`src/rtl/core/ssg_pkg.sv`:
```
// ----------------------------------------------------------------------------
// ssg_pkg
// Shared constants and types for the gap-halving sorter.
// ----------------------------------------------------------------------------
`default_nettype none

package ssg_pkg;

  localparam int DEPTH_DEF      = 64;
  localparam int DATA_WIDTH_DEF = 32;

  typedef enum logic [2:0] {
    ST_LOAD   = 3'b001,
    ST_SETTLE = 3'b010,
    ST_DRAIN  = 3'b100
  } state_t;

endpackage

`default_nettype wire

```
`src/rtl/core/ssg_cell.sv`:
```
// ----------------------------------------------------------------------------
// ssg_cell
// One sorter cell: keeps the smaller of held and incoming, passes the larger
// right; shifts left from its right neighbor while draining.
// ----------------------------------------------------------------------------
`default_nettype none

module ssg_cell #(
  parameter int DATA_WIDTH = ssg_pkg::DATA_WIDTH_DEF
) (
  input  wire logic                         clk,
  input  wire logic                         rst_n,
  input  wire logic                         shift,
  input  wire logic                         tok_in_vld,
  input  wire logic signed [DATA_WIDTH-1:0] tok_in_data,
  input  wire logic                         right_occ,
  input  wire logic signed [DATA_WIDTH-1:0] right_val,
  output logic                              tok_out_vld,
  output logic signed [DATA_WIDTH-1:0]      tok_out_data,
  output logic                              occ,
  output logic signed [DATA_WIDTH-1:0]      val
);

  logic                         occ_r, occ_nxt;
  logic signed [DATA_WIDTH-1:0] val_r, val_nxt;
  logic                         tv_r, tv_nxt;
  logic signed [DATA_WIDTH-1:0] td_r, td_nxt;

  always_comb begin
    occ_nxt = occ_r;
    val_nxt = val_r;
    tv_nxt  = 1'b0;
    td_nxt  = td_r;
    if (shift) begin
      occ_nxt = right_occ;
      val_nxt = right_val;
    end else if (tok_in_vld) begin
      if (!occ_r) begin
        occ_nxt = 1'b1;
        val_nxt = tok_in_data;
      end else if (tok_in_data < val_r) begin
        val_nxt = tok_in_data;
        tv_nxt  = 1'b1;
        td_nxt  = val_r;
      end else begin
        tv_nxt  = 1'b1;
        td_nxt  = tok_in_data;
      end
    end
  end

  always_ff @(posedge clk) begin
    if (!rst_n) begin
      occ_r <= 1'b0;
      tv_r  <= 1'b0;
    end else begin
      occ_r <= occ_nxt;
      tv_r  <= tv_nxt;
    end
    val_r <= val_nxt;
    td_r  <= td_nxt;
  end

  assign tok_out_vld  = tv_r;
  assign tok_out_data = td_r;
  assign occ          = occ_r;
  assign val          = val_r;

endmodule

`default_nettype wire

```
`config.mk`:
```
export PLATFORM = sky130hd
export DESIGN_NAME = ssg_cell
export DESIGN_NICKNAME = d
export VERILOG_FILES = /design/src/rtl/core/ssg_pkg.sv /design/src/rtl/core/ssg_cell.sv
export SDC_FILE = /design/constraint.sdc
export NUM_CORES = 1
export LEC_CHECK = 0
export BUFFER_PORTS_ARGS = -buffer_cell sky130_fd_sc_hd__buf_2
export CAP_MARGIN = 20
export CORE_MARGIN = 1
export CORE_UTILIZATION = 45
export DETAILED_ROUTE_END_ITERATION = 16
export PLACE_DENSITY = 0.77
export SLEW_MARGIN = 20
export SYNTH_ARGS = -nofsm -noshare
export SYNTH_HDL_FRONTEND = slang
export SYNTH_SLANG_ARGS = --single-unit
```
`constraint.sdc`:
```
create_clock -name clk -period 3.1 [get_ports clk]
set_input_delay 0 -clock clk [delete_from_list [all_inputs] [get_ports clk]]
set_output_delay 0 -clock clk [all_outputs]
set_load 0.05 [all_outputs]
```
Yosys cells after proc, flatten, opt, wreduce, memory -nomap -nowiden
Index checks and enable logic that the tools add are counted.
- logic and storage cells: 21
- register bits: 66
- output and inout bits: 66
- magnitude comparators: 1
- bitwise logic cells: 3
- reductions and logical operators: 4
- equal/unequal tests: 1
- multiplexer cells: 8
- operators with widths (operator ; number):
    32-bit two-way mux ; 5
    32-bit less-than comparator ; 1
    1-bit two-way mux ; 3
    3-bit by 2-bit inequality test with 1-bit output (second input constant) ; 1
    1-bit inverter ; 3
    3-bit AND reduction ; 1
    3-bit OR reduction ; 1
    2-bit AND reduction ; 1
    2-bit nonzero test ; 1

Logic depth before layout (Yosys ltp)
Gate-level depths: netlist (run 1).
- depth after elaboration: 5
- mapped depth: 9
- mapped depth without buffers: 8

Least setup slack after synthesis (run 1)
OpenSTA, ideal clock, no wires.
- path kind: register to register
- from: register val_r[25], in the netlist val[25]
- to: register val_r[0], in the netlist val[0], enable pin
- path buffers: 1
- setup time: 0.391 ns
- arrival: 3.238 ns
- cell stages (with the launch flop): 10
- data required time: 2.709 ns
- setup slack: -0.529 ns
- period minus slack after synthesis: 3.629 ns
- path through: edfxtp_1 -> inv_1 -> ha_1 -> a21o_1 -> a221o_1 -> a211oi_2 -> o22ai_1 -> a211oi_4 -> buf_6 -> o22a_1
- longest elaborated chain between the ends: 3
- RTL lines (what ; RTL line ; text):
    start: declaration ; ssg_cell.sv:25 ; logic signed [DATA_WIDTH-1:0] val_r, val_nxt;
    start signal: assignment ; ssg_cell.sv:60 ; val_r <= val_nxt;
    32-bit less-than comparator ; ssg_cell.sv:41 ; end else if (tok_in_data < val_r) begin
    3-bit by 2-bit inequality test with 1-bit output (no source line) ; -- ;
    2-bit AND reduction (no source line) ; -- ;
Every way passes these cells.
A chain may end at the register's enable or synchronous reset.

Worst setup path in the final report (run 1)
- from: register val_r[2], in the netlist val[2]
- to: register td_r[17], in the netlist tok_out_data[17] (data pin)
- longest elaborated chain between the ends: 2
- RTL lines (what ; RTL line ; text):
    32-bit less-than comparator ; ssg_cell.sv:41 ;
    32-bit two-way mux ; ssg_cell.sv:41 ;
    end signal: assignment ; ssg_cell.sv:61 ; td_r <= td_nxt;
    end: declaration ; ssg_cell.sv:27 ; logic signed [DATA_WIDTH-1:0] td_r, td_nxt;
Every way passes these cells.

==> results of run 1 <==
-- routing by layer --
| layer | up-vias | track usage (%) |
|---|---|---|
| li1 | 1362 | - |
| met4 | 0 | 10.1 |
| met2 | 93 | 39.6 |
| met5 | - | 0 |
| met3 | 16 | 3.27 |
| met1 | 1312 | 25.4 |
-- flip-flops by register name, indices dropped and copies added, names as in the netlist --
signal / count
occ: 1
val: 32
tok_out_vld: 1
tok_out_data: 32
-- worst min-delay path by stage --
| stage | startpoint | cells past startpoint | to | slack (ns) |
|---|---|---|---|---|
| 3_3_place_gp | rst_n | 2 | tok_out_vld | 0.25 |
| 5_1_grt | tok_in_data[16] | 2 | tok_out_data[16] | 0.01 |
| 4_1_cts | tok_in_data[12] | 2 | tok_out_data[12] | 0.0002 |
| 2_1_floorplan | rst_n | 1 | tok_out_vld | 0.12 |
| 6_report | tok_in_data[25] | 2 | tok_out_data[25] | 0.01 |
| 3_5_place_dp | rst_n | 2 | tok_out_vld | 0.26 |
-- synthesized netlist by cell type --
library cell	instances
edfxtp_1	64
mux2_2	62
inv_1	33
ha_1	31
a21oi_1	12
nand2_1	7
nor2_1	5
clkbuf_1	4
and2_1	3
buf_6	3
nand2b_1	3
nand3_1	3
nand4_1	3
o21ai_0	3
a211o_1	2
a21o_1	2
and4_1	2
dfxtp_1	2
mux2_1	2
a211oi_2	1
a211oi_4	1
a221o_1	1
a221oi_1	1
a31oi_1	1
o221ai_1	1
o22a_1	1
o22ai_1	1
o311a_1	1
or3_1	1
-- worst max-delay path: stages, from the launching register on --
cell and delay [ns]:
edfxtp_1 0.41, inv_1 0.08, ha_1 0.23, a211o_1 0.29, a31oi_1 0.14, o221ai_1 0.14, a211o_1 0.35, a211oi_4 0.27
buf_4 0.33, mux2_2 0.38
-- where the power goes --
group	leakage [nW]	internal, mW	switching [mW]
clock network	0.0962	0.387	0.314
registers	0.631	1.08	0.0365
logic	1.60	0.327	0.457
total	2.32	1.79	0.807
-- stage by stage --
step	hold WS (ns)	cells	power (mW)
final	0.00969	565	2.60
after global routing	0.00957	565	2.70
after CTS	0.000152	565	2.62
after detailed placement	0.259	490	1.85
after global placement	0.254	490	1.83
after floorplan	0.122	256	1.67
-- logic make-up after synthesis --
family | count (synthesis) | synth area share, %
adder cells (fa/ha/maj) | 31 | 10.8
flip-flops | 66 | 54.8
multiplexers | 64 | 20.1
buffers and inverters | 40 | 4.82
AO/OA/AOI/OAI | 28 | 5.55
AND/OR/NAND/NOR | 27 | 3.91
-- layout make-up --
class | count | area (µm²)
clock buffers | 12 | 145
clock inverters | 3 | 40.0
fillers | 589 | 2560
inverters | 33 | 124
multi-input cells | 150 | 1460
flip-flops and latches | 66 | 1960
well taps | 102 | 128
repair buffers | 199 | 1310
-- cells in the final DEF, fill, tap and decap left out, drive strengths merged --
cell	count
nand2b	3
a221oi	1
nand3	3
bufinv	1
and4	2
or3	1
a21oi	12
a211oi	2
clkinv	2
mux2	64
o311a	1
inv	33
o21ai	3
a31oi	1
o22ai	1
o22a	1
nand4	3
a21o	2
ha	31
and2	3
nand2	7
edfxtp	64
a211o	2
buf	139
clkbuf	12
dfxtp	2
nor2	5
a221o	1
dlygate4sd3	60
o221ai	1
-- repair_timing --
item	in CTS	in global routing
endpoints found under the hold margin	47	0
endpoints found under the setup margin	0	0
resized for setup	0	0
hold buffers	60	0
==> results.yml, run 1 <==
outcome:
  outcome: "completed"
worst_setup_path:
  endpoint: "tok_out_data[17]"
  r2r-end: "tok_out_data[17]"
  reg2reg_from: "val[2]"
  critPathLaunch: "val[2]"
  path_class: "flop to flop"
  critPathArrivalTime_ns: 2.95
  rrSetupSlack_ns: 0.23
  ff2ff_path_depth: 9
  cp-end-kind: "flop"
  start_kind: "flop"
  required_ns: 3.18
  path_max_fanout: 19
yosys:
  synthDistinctLibCells: 29
  synth_top_area_share_pct: 53.7
  ys_top_cells_by_area: "edfxtp_1, mux2_2, ha_1"
  synth_fp_nets: 356
  synth_cells: 256
  synth-seq-cells: 66
  synth_area_per_cell_um2: 14.0
  yosysWarnings: 0
  yosysTopAreaCell: "edfxtp_1"
  netlist_area_mm2: 0.00358
  seq_area_frac_synth_pct: 54.8
sta:
  fin_ws_ns: 0.228
  fin_crit_ns: 2.87
  max_clock_freq_mhz: 348
  finalSetupTns_ns: 0
  fin_crit_sh_pct: 92.7
  slew_headroom_pct: 34.2
  setup_viol: 0
  tightest_slew_ns: 0.985
  skew_ns: 0.00896
  hold_viol: 0
  rsz0062_at_grt: "no"
  drv_slew: 0
floorplanning:
  start_util_pct: 46.4
  die-width_um: 91.2
  core_mm2: 0.00773
  rows: 32
  dieHeight_um: 91.2
  die_area_mm2: 0.00832
  io_pins: 135
routing:
  drc: 0
  dr_total_vias: 2783
  viasPerCell: 4.93
  ant_nets: 0
  drt_iter0_drc: 81
  dr.pass1.iters: 4
  drt-met1-wl_um: 3620
  top_layer_used: "met4"
  wl_per_cell_um: 15.5
  wl_um: 8780
  wl_met3_um: 368
  met2_length_um: 4610
grt:
  grt_util_all_layers_pct: 21.9
  antenna_found_initial: 0
  grt_pass1_wl_um: 13900
  grt_max_degree: 36
  grt_pass1_vias: 2892
  overflow: 0
final_layout:
  design_area_mm2: 0.00517
  nets: 559
  synthToLayoutAreaGrowth_pct: 44.4
  n_antenna_cell: 0
  drive_above_1_share_pct: 47.1
  utilization_pct: 66.9
placed_design:
  io_buffers: 134
  place_area_mm2: 0.00439
  dp_hpwl_um: 5660
  post-place-ws_ns: 0.230
  gp_routability_congestion: 0.766
clock_tree:
  clk_pin_slew_ns: 0.07
  clockBufferDepth: 2
  clk_latency_ns: 0.33
  cts_root_buffer: "clkbuf_8"
  cts_sinks: 66
  cts_tree: "yes"
  cts_buffers: 9
  htreeDepth: 3
  post_cts_buffers: 0
power:
  power_density_mw_per_mm2: 502
  ir_worst_vdd_v: 0.000302
  p_leak_nw: 2.32
hold_path:
  min_path_type: "input pin to flop"
run:
  max-cap-violations: 0
Power figures use the tool's default switching activity.
==> run 2, diff against run 1 <==
--- a/config.mk
+++ b/config.mk
@@ -5,7 +5,7 @@
 export SDC_FILE = /design/constraint.sdc
 export NUM_CORES = 1
 export LEC_CHECK = 0
-export BUFFER_PORTS_ARGS = -buffer_cell sky130_fd_sc_hd__buf_2
+export BUFFER_PORTS_ARGS = -buffer_cell sky130_fd_sc_hd__clkbuf_2
 export CAP_MARGIN = 20
 export CORE_MARGIN = 1
 export CORE_UTILIZATION = 45
==> results.yml, run 2 (synthesized netlist as in run 1, its figures left out) <==
routing:
  dr_total_vias: 2753
  dr.pass1.iters: 4
  drt_iter0_drc: 79
  viasPerCell: 5.04
  ant_nets: 0
  drc: 0
  wl_per_cell_um: 15.4
  wl_um: 8410
floorplanning:
  dieHeight_um: 91.2
  io_pins: 135
  rows: 32
  die-width_um: 91.2
  start_util_pct: 46.4
  core_mm2: 0.00773
  die_area_mm2: 0.00832
sta:
  max_clock_freq_mhz: 350
  skew_ns: 0.0124
  finalSetupTns_ns: 0
  fin_crit_ns: 2.85
  setup_viol: 0
  slew_headroom_pct: 33.0
  fin_crit_sh_pct: 92.1
  tightest_slew_ns: 1.00
  drv_slew: 0
  hold_viol: 0
  rsz0062_at_grt: "no"
grt:
  grt_max_degree: 36
  grt_pass1_vias: 2857
  grt_pass1_wl_um: 13300
  met1_usage_pct: 24.0
  overflow: 0
  top_usage_layer: "met2"
  grt_util_all_layers_pct: 21.0
  antenna_found_initial: 0
  use_met2_pct: 37.4
  use_met3_pct: 3.27
power:
  power_density_mw_per_mm2: 512
  power.total_mw: 2.54
  p_leak_nw: 2.26
  ir_worst_vdd_v: 0.000292
worst_setup_path:
  slowest_delay_ns: 0.41
  path_max_fanout: 19
  required_ns: 3.17
  slowest_stage: "edfxtp_1"
  path_class: "flop to flop"
  start_kind: "flop"
  crit_chain: "inv_1 -> ha_1 -> a21o_1 -> a221o_1 -> a211oi_2 -> o22ai_1 -> a211oi_4 -> buf_4 -> mux2_2"
  cp-end-kind: "flop"
  critPathArrivalTime_ns: 2.92
final_layout:
  final_common_cell: "clkbuf_2"
  drive_above_1_share_pct: 48.2
  final_cell_mix: "clkbuf_2, edfxtp_1, mux2_2, dlygate4sd3_1, inv_1"
  synthToLayoutAreaGrowth_pct: 38.7
  stdcell_count: 546
  n_antenna_cell: 0
  utilization_pct: 64.3
  nets: 539
  design_area_mm2: 0.00497
placed_design:
  gp_routability_congestion: 0.783
  dp_hpwl_um: 5680
  place_inst: 488
  place_area_mm2: 0.00437
  io_buffers: 134
clock_tree:
  cts_root_buffer: "clkbuf_8"
  clk_latency_ns: 0.33
  cts_buffers: 9
  cts_sinks: 66
  htreeDepth: 3
  cts_tree: "yes"
  post_cts_buffers: 0
  clk_pin_slew_ns: 0.07
  clockBufferDepth: 2
outcome:
  outcome: "completed"
run:
  max-cap-violations: 0
hold_path:
  min_path_type: "input pin to flop"
-- run 2: final timing paths --
kind / startpoint / end / slack, ns / depth (start not counted)
setup / recovery: val[25] / tok_out_data[12] / 0.25 / 9
hold / removal: tok_in_data[10] / tok_out_data[10] / 0.02 / 2
setup reg to reg: val[25] / tok_out_data[12] / 0.25 / 9
hold reg to reg: occ / occ / 0.58 / 1
-- run 2: metrics by stage --
step                setup slack, ns  hold WS (ns)
global route                 0.0732        0.0112
global placement              0.334         0.257
CTS                           0.236     0.0000333
detailed placement            0.257         0.268
finish                        0.246        0.0161
floorplan                    0.0482         0.122
-- run 2: metal layers --
| layer | up-vias | share of wire, % |
|---|---|---|
| met5 | - | 0 |
| met2 | 111 | 51 |
| li1 | 1321 | - |
| met1 | 1302 | 42 |
| met4 | 0 | 2.9 |
| met3 | 19 | 4.1 |
-- run 2: layout make-up --
type | count | area, µm²
multi-input cells | 150 | 1460
repair buffers | 179 | 1110
fillers | 613 | 2760
clock inverters | 4 | 42.5
inverters | 33 | 124
clock buffers | 12 | 135
flip-flops and latches | 66 | 1960
well taps | 102 | 128
-- run 2: critical path: cells and delay by family (launching register included) --
kind | cells | cell delay (ns)
adder cells (fa/ha/maj) | 1 | 0.23
buffers and inverters | 2 | 0.39
AO/OA/AOI/OAI | 5 | 1.18
multiplexers | 1 | 0.37
flip-flops | 1 | 0.41
-- run 2: power breakdown --
| part | total [mW] | internal [mW] | switching, mW |
|---|---|---|---|
| registers | 1.12 | 1.08 | 0.0389 |
| logic | 0.754 | 0.304 | 0.451 |
| clock network | 0.673 | 0.366 | 0.307 |
| total | 2.54 | 1.75 | 0.797 |
-- run 2: repair_timing --
item	4_1_cts	5_1_grt
resized for setup	0	0
hold endpoints to repair	40	0
hold buffers	42	0
==> run 3, diff against run 2 <==
==> constraint.sdc (replaced) <==
create_clock -name clk -period 3.1 [get_ports clk]
set_input_delay 0.465 -clock clk [delete_from_list [all_inputs] [get_ports clk]]
set_output_delay 0.465 -clock clk [all_outputs]
set_load 0.05 [all_outputs]
==> results.yml, run 3 (synthesized netlist as in run 1, its figures left out) <==
sta:
  setup_viol: 0
  drv_slew: 0
  slew_headroom_pct: 66.4
  holdWs_ns: 0.389
  fin_crit_ns: 2.81
  rsz0062_at_grt: "no"
  fin_crit_sh_pct: 90.6
  finalSetupTns_ns: 0
  tightest_slew_ns: 0.503
  skew_ns: 0.00900
  max_clock_freq_mhz: 356
  fin_ws_ns: 0.292
  hold_viol: 0
placed_design:
  post-place-ws_ns: 0.108
  io_buffers: 134
  dp_hpwl_um: 5920
  gp_routability_congestion: 0.771
worst_setup_path:
  path_class: "flop to flop"
  crit_chain: "inv_1 -> ha_1 -> a21o_1 -> a221o_1 -> a211oi_2 -> o22ai_1 -> a211oi_4 -> buf_4 -> mux2_2"
  path_max_fanout: 12
  slowest_stage: "edfxtp_1"
  cp-end-kind: "flop"
  required_ns: 3.18
  start_kind: "flop"
  critPathArrivalTime_ns: 2.89
  slowest_delay_ns: 0.42
floorplanning:
  core_mm2: 0.00773
  rows: 32
  die-width_um: 91.2
  dieHeight_um: 91.2
  io_pins: 135
  die_area_mm2: 0.00832
  start_util_pct: 46.4
routing:
  drt_iter0_drc: 53
  ant_nets: 0
  dr_total_vias: 2570
  wl_per_cell_um: 15.3
  dr.pass1.iters: 4
  viasPerCell: 5.08
  drc: 0
  wl_um: 7760
clock_tree:
  clockBufferDepth: 2
  htreeDepth: 3
  cts_resized: 0
  cts_sinks: 66
  cts_hold_buf: 0
  cts_tree: "yes"
  cts_root_buffer: "clkbuf_8"
  post_cts_buffers: 0
  cts_buffers: 9
  clk_latency_ns: 0.33
  clk_pin_slew_ns: 0.07
power:
  p_leak_nw: 2.12
  p_sw_share_pct: 31.5
  ir_worst_vdd_v: 0.000290
  pwr-share-clk_pct: 26.7
  power_frac_seq_pct: 44.3
  power.total_mw: 2.52
  combPwrFrac_pct: 29.0
  power_density_mw_per_mm2: 545
  internal_power_mw: 1.73
  power_switching_mw: 0.793
grt:
  grt_pass1_wl_um: 12300
  antenna_found_initial: 0
  overflow: 0
  grt_pass1_vias: 2601
  grt_util_all_layers_pct: 19.2
  grt_max_degree: 36
run:
  max-cap-violations: 0
hold_path:
  min_path_type: "input pin to flop"
outcome:
  outcome: "completed"
final_layout:
  final_common_cell: "clkbuf_2"
  synthToLayoutAreaGrowth_pct: 28.9
  n_antenna_cell: 0
  final_cell_mix: "clkbuf_2, edfxtp_1, mux2_2, inv_1, ha_1"
  drive_above_1_share_pct: 54.0
  nets: 500
-- run 3: cell type report --
type,instances,area (µm²)
fillers,678,3110
flip-flops and latches,66,1960
multi-input cells,150,1460
repair buffers,140,766
clock buffers,11,131
well taps,102,128
inverters,33,124
clock inverters,4,43.8
-- run 3: stage by stage --
stage / util (%) / instances / cell area, µm²
finish: 59.8 / 506 / 4620
global route: 59.8 / 506 / 4620
CTS: 59.8 / 506 / 4620
detailed placement: 57.5 / 491 / 4440
global placement: 57.5 / 491 / 4440
floorplan: - / 256 / 3590
-- run 3: routing by layer --
layer,track usage [%],vias up,wire [µm]
li1,-,1243,-
met1,23.4,1229,3330
met2,33.2,90,3950
met3,3.69,8,384
met4,7.80,0,97
met5,0,-,0
-- run 3: power groups by stage --
stage          Clock (mW)  Combinational [mW]  Sequential (mW)
2_1_floorplan           0               0.333             1.34
3_3_place_gp            0               0.716             1.13
3_5_place_dp            0               0.736             1.14
4_1_cts             0.685               0.738             1.12
5_1_grt             0.723               0.783             1.12
6_report            0.673               0.730             1.12
-- run 3: worst paths after layout --
| check | to | slack [ns] | cells past startpoint | from |
|---|---|---|---|---|
| min reg2reg | occ | 0.56 | 1 | occ |
| max | tok_out_data[20] | 0.29 | 9 | val[25] |
| min | tok_out_vld | 0.39 | 2 | rst_n |
| max reg2reg | tok_out_data[20] | 0.29 | 9 | val[25] |
-- run 3: worst max-delay path, delay by kind of cell, from the launching register on --
kind	cells	cell delay, ns
AO/OA/AOI/OAI	5	1.18
flip-flops	1	0.42
buffers and inverters	2	0.36
multiplexers	1	0.36
adder cells (fa/ha/maj)	1	0.23
